==> src/rtl/level_set_reinit_rate_top_macros.svh <==
// assertion macros for the level set reinitialization rate block
`ifndef LEVEL_SET_REINIT_RATE_TOP_MACROS_SVH
`define LEVEL_SET_REINIT_RATE_TOP_MACROS_SVH

// same-cycle implication, reset masked
`define LSR_ASSERT_SAME(label, pre, post, msg) \
  label: assert property (@(posedge clk) disable iff (!rst_n) (pre) |-> (post)) \
    else $error(msg);

// next-cycle implication, reset masked
`define LSR_ASSERT_NEXT(label, pre, post, msg) \
  label: assert property (@(posedge clk) disable iff (!rst_n) (pre) |=> (post)) \
    else $error(msg);

`endif

==> src/rtl/lsr_pkg.sv <==
// shared types and constants of the level set reinitialization rate block
`default_nettype none
package lsr_pkg;

  // fixed point format
  localparam int VW = 32;
  localparam int FB = 16;
  localparam logic [31:0] FONE = 32'd65536;
  localparam logic [30:0] VMAX31 = 31'h7fffffff;

  // configuration register indexes
  localparam int CFG_IDX_W = 2;
  localparam logic [CFG_IDX_W-1:0] CFG_GRID_SPACING = 2'd0;
  localparam logic [CFG_IDX_W-1:0] CFG_INVERSE_SPACING = 2'd1;

  // square root pipeline: 32 root bits, four per stage
  localparam int SQ_STAGES = 8;
  localparam int SQ_STEPS = 4;

  // divider pipeline: 18 quotient bits, six per stage
  localparam int DIV_STAGES = 3;
  localparam int DIV_STEPS = 6;
  localparam int Q_W = DIV_STAGES * DIV_STEPS;

  // total register stages from input to output
  localparam int FRONT_STAGES = 5;
  localparam int PIPE_DEPTH = FRONT_STAGES + SQ_STAGES + DIV_STAGES + 2;

  typedef struct packed {
    logic [63:0] x;
    logic [34:0] rem;
    logic [31:0] root;
  } lsr_sq_t;

  typedef struct packed {
    logic [31:0]    rem;
    logic [Q_W-1:0] nb;
    logic [Q_W-1:0] q;
    logic [31:0]    d;
  } lsr_dv_t;

  typedef struct packed {
    logic        cneg;
    logic [31:0] av;
  } lsr_sqside_t;

  typedef struct packed {
    logic        cneg;
    logic        gneg;
    logic [31:0] gmag;
    logic        dz;
  } lsr_dvside_t;

endpackage
`default_nettype wire

==> src/rtl/lsr_div_pipe.sv <==
// pipelined restoring divider for the smoothed sign quotient
`default_nettype none
module lsr_div_pipe (
  input  wire logic                    clk,
  input  wire logic                    en,
  input  wire logic [31:0]             av,
  input  wire logic [31:0]             den,
  output logic      [lsr_pkg::Q_W-1:0] quo
);

  lsr_pkg::lsr_dv_t st_r [lsr_pkg::DIV_STAGES];

  // one quotient bit per step
  function automatic lsr_pkg::lsr_dv_t dv_steps(lsr_pkg::lsr_dv_t s);
    lsr_pkg::lsr_dv_t t;
    logic [32:0] rn;
    logic [32:0] df;
    t = s;
    for (int i = 0; i < lsr_pkg::DIV_STEPS; i++) begin
      rn = {t.rem, t.nb[lsr_pkg::Q_W-1]};
      df = rn - {1'b0, t.d};
      if (rn >= {1'b0, t.d}) begin
        t.rem = df[31:0];
        t.q   = {t.q[lsr_pkg::Q_W-2:0], 1'b1};
      end else begin
        t.rem = rn[31:0];
        t.q   = {t.q[lsr_pkg::Q_W-2:0], 1'b0};
      end
      t.nb = {t.nb[lsr_pkg::Q_W-2:0], 1'b0};
    end
    return t;
  endfunction

  // numerator is av shifted up by the fraction bits
  function automatic lsr_pkg::lsr_dv_t dv_init(logic [31:0] a, logic [31:0] d);
    lsr_pkg::lsr_dv_t t;
    t.rem = {2'b00, a[31:2]};
    t.nb  = {a[1:0], {lsr_pkg::FB{1'b0}}};
    t.q   = '0;
    t.d   = d;
    return t;
  endfunction

  always_ff @(posedge clk) begin
    if (en) begin
      st_r[0] <= dv_steps(dv_init(av, den));
      for (int k = 1; k < lsr_pkg::DIV_STAGES; k++) begin
        st_r[k] <= dv_steps(st_r[k-1]);
      end
    end
  end

  assign quo = st_r[lsr_pkg::DIV_STAGES-1].q;

endmodule
`default_nettype wire

==> config.mk <==
export PLATFORM = sky130hd
export DESIGN_NAME = lsr_div_pipe
export DESIGN_NICKNAME = d
export VERILOG_FILES = /design/src/rtl/level_set_reinit_rate_top_macros.svh /design/src/rtl/lsr_pkg.sv /design/src/rtl/lsr_div_pipe.sv
export SDC_FILE = /design/constraint.sdc
export NUM_CORES = 2
export LEC_CHECK = 0
export BUFFER_PORTS_ARGS = -buffer_cell sky130_fd_sc_hd__buf_2
export CAP_MARGIN = 10
export CORE_MARGIN = 4
export CORE_UTILIZATION = 55
export DETAILED_ROUTE_END_ITERATION = 10
export GPL_TIMING_DRIVEN = 0
export PLACE_DENSITY = 0.8
export RECOVER_POWER = 25
export SLEW_MARGIN = 10
export SYNTH_ARGS = -nofsm -noshare
export SYNTH_HDL_FRONTEND = slang
export SYNTH_SLANG_ARGS = --single-unit
==> constraint.sdc <==
create_clock -name clk -period 20.3 [get_ports clk]
set_input_delay 3.045 -clock clk [delete_from_list [all_inputs] [get_ports clk]]
set_output_delay 3.045 -clock clk [all_outputs]
set_load 0.1 [all_outputs]
==> metrics <==
largest net degree at the start of global routing 116; # setup viols final 0; Final min period 20.01 ns; failing checks capacitance limit, slew limit; clk sinks 164; synth unique cells 98; first-pass GRT wire length 188900 um; initial antenna violation count 1; ys async rst share 0; Via density 6.434; critical path required time 20.55 ns; final net count 5684; GRT Overall Usage 0.3148; FP Rows 96; area of the mapped netlist 38330 um^2; slowest stage delay, CP 0.41 ns; post-DP HPWL 97350 um; I/O pin cnt 84; total number of yosys warnings 0; final slew viol count 50; clock latency on the worst-skew pair 0.49 ns; IO buf count 83; Hold/Removal Path Class reg2reg; Largest delay share family, worst path compound AO/OA/AOI/OAI gates; Critical Path Source Type primary input; fmax 49.98 MHz; Mapped Nets 5453; Slew Limit Headroom -1.419; die area 73980 um^2; CP most frequent cell buf_6; critical path class in2reg; layout cell share with drive strength beyond 1 0.1825; total gr overflow 0; P&R area growth vs syn 11.62%; max FFs per register 164; die extent in x 272.0 um; die height 272.0 um; number of synthesized flops with an enable pin 164; CTS tree done; first-pass iteration count of the detailed router 6; Fin. Hold Viols 0; antenna viol nets, final 0; critical path's slowest cell a2111o_1; Final period util 0.9856; Largest Register st_r; DRC 0; CP bufs+invs 18; worst slew pin tran 3.628 ns; CP max FO 10; Placeable Area 68830 um^2; vias 38580; status finished, violations left; CP Capture Type flop; gpl congestion 1.012; clk buf depth 2; Mapped Cells 4820; max-cap viol count 1; Avg Cell Area, Syn 7.952 um^2; Clk pin slew, worst setup/hold paths 0.09 ns; total wire length 124600 um; setup slack after layout 0.2916 ns; Worst EP arrival 20.25 ns; Initial Utilization 0.5569; H-tree depth 4; Synth Flop Type edfxtp_1; top flop regs st_r (164); Seq/Total Area, Yosys 0.1285; CTS Buf Count 17; clock skew 0.02522 ns; number of global-route vias before repair 35340; post-DR wirelength/cell 20.78 um; Place WS -4.606 ns; 1st-iter DRT viols 4026; clock root buffer clkbuf_16; Synth Register Bits 164
routing by layer:
layer	up-vias	share of wire	GRT usage
li1	18480	-	-
met1	18000	0.42	0.4206
met2	1755	0.45	0.5090
met3	348	0.093	0.05215
met4	0	0.042	0.1226
met5	-	0	0
cells in the mapped netlist, types with 85 or more instances:
master      n  area share
a21oi_1   508       0.066
a21o_1    237       0.046
xor2_1    145       0.033
o21a_1     85       0.017
xnor2_1   300       0.069
nor3_1     88       0.011
nor2_1    356       0.035
edfxtp_1  164        0.13
nand2_1   299       0.029
inv_1     282       0.028
mux2_2    337       0.099
nand3_1    88       0.011
o21ai_0   307       0.040
ha_1      562        0.18
worst register-to-register path, delay by kind of cell, from the launching register on:
family,cells,cell delay (ns)
muxes,5,1.74
buffers and inverters,15,2.90
xor gates and xnor gates,1,0.16
DFF,1,0.40
AOI/OAI and AO/OA,45,9.97
and+or+nand+nor,12,2.14
adders and majority gates,6,2.16
timing repair:
action / 4_1_cts / 5_1_grt
hold buffers: 0 / 0
setup buffers: 61 / 75
gates resized for setup: 173 / 192
setup endpoints to repair: 68 / 67
pin swaps: 27 / 61
worst paths after layout:
kind	startpoint	end	slack, ns	cells past startpoint
worst min-delay path	st_r[0][135]	st_r[0][235]	0.42	0
worst max register to register	st_r[0][4]	st_r[0][186]	0.62	84
worst min register to register	st_r[0][135]	st_r[0][235]	0.42	0
worst max-delay path	den[4]	st_r[0][67]	0.29	83
cell families after synthesis:
logic type	Yosys count	share of synthesized area
and+or+nand+nor	1269	0.1622
AOI/OAI and AO/OA	1574	0.2624
xor gates and xnor gates	445	0.1017
DFF	164	0.1285
adders and majority gates	567	0.1861
muxes	396	0.1153
buffers and inverters	405	0.04387
placed cells by master, fill, tap and decap left out, drive strengths merged, types with 12 or more instances in the layout:
cell type  netlist  layout
nand3           88      88
mux2           345     345
o21ai          312     312
a21boi          19      19
and2            31      31
a31o            16      16
edfxtp         164     164
a21oi          510     510
xnor2          300     300
nand4           72      72
nor3            88      88
nor2b           63      63
and4            20      20
clkinvlp         0      34
a21o           238     238
mux2i           51      51
nand2          299     299
xor2           145     145
a31oi           40      40
buf             63     263
and3            54      54
o211ai          39      39
o21a            85      85
nand2b          72      72
a311oi          12      12
clkbuf          50      79
or2             34      34
a211oi          53      53
ha             562     562
nor2           358     358
o31ai           35      35
inv            289     265
nor4            23      23
o21bai          72      72
or3             32      32
final cells by class:
cell class | count | area [um^2]
inverter | 292 | 1224
tap | 931 | 1165
fill | 5949 | 26040
clock buffer | 17 | 425.4
buffer | 105 | 802.0
clock inverter | 15 | 183.9
multi-input combinational | 4251 | 32620
timing repair buffer | 220 | 1436
antenna | 1 | 2.502
sequential | 164 | 4925
through the flow:
| stage | cells | hold WS, ns | setup TNS [ns] | utilization | cell area, um^2 |
|---|---|---|---|---|---|
| global placement | 5834 | 0.4008 | -248.71 | 0.5799 | 39910 |
| detailed placement | 5835 | 0.4057 | -257.31 | 0.5804 | 39950 |
| CTS | 5926 | 0.4206 | 0 | 0.6051 | 41650 |
| global route | 5995 | 0.4313 | -6.876 | 0.6216 | 42780 |
| finish | 5996 | 0.4228 | 0 | 0.6216 | 42780 |
| floorplan | 4820 | 0.4003 | 0 | - | 38330 |
Power is left out: the tool's default activity adds up to more than one toggle a clock period on the data nets, which glitch-free logic cannot reach.
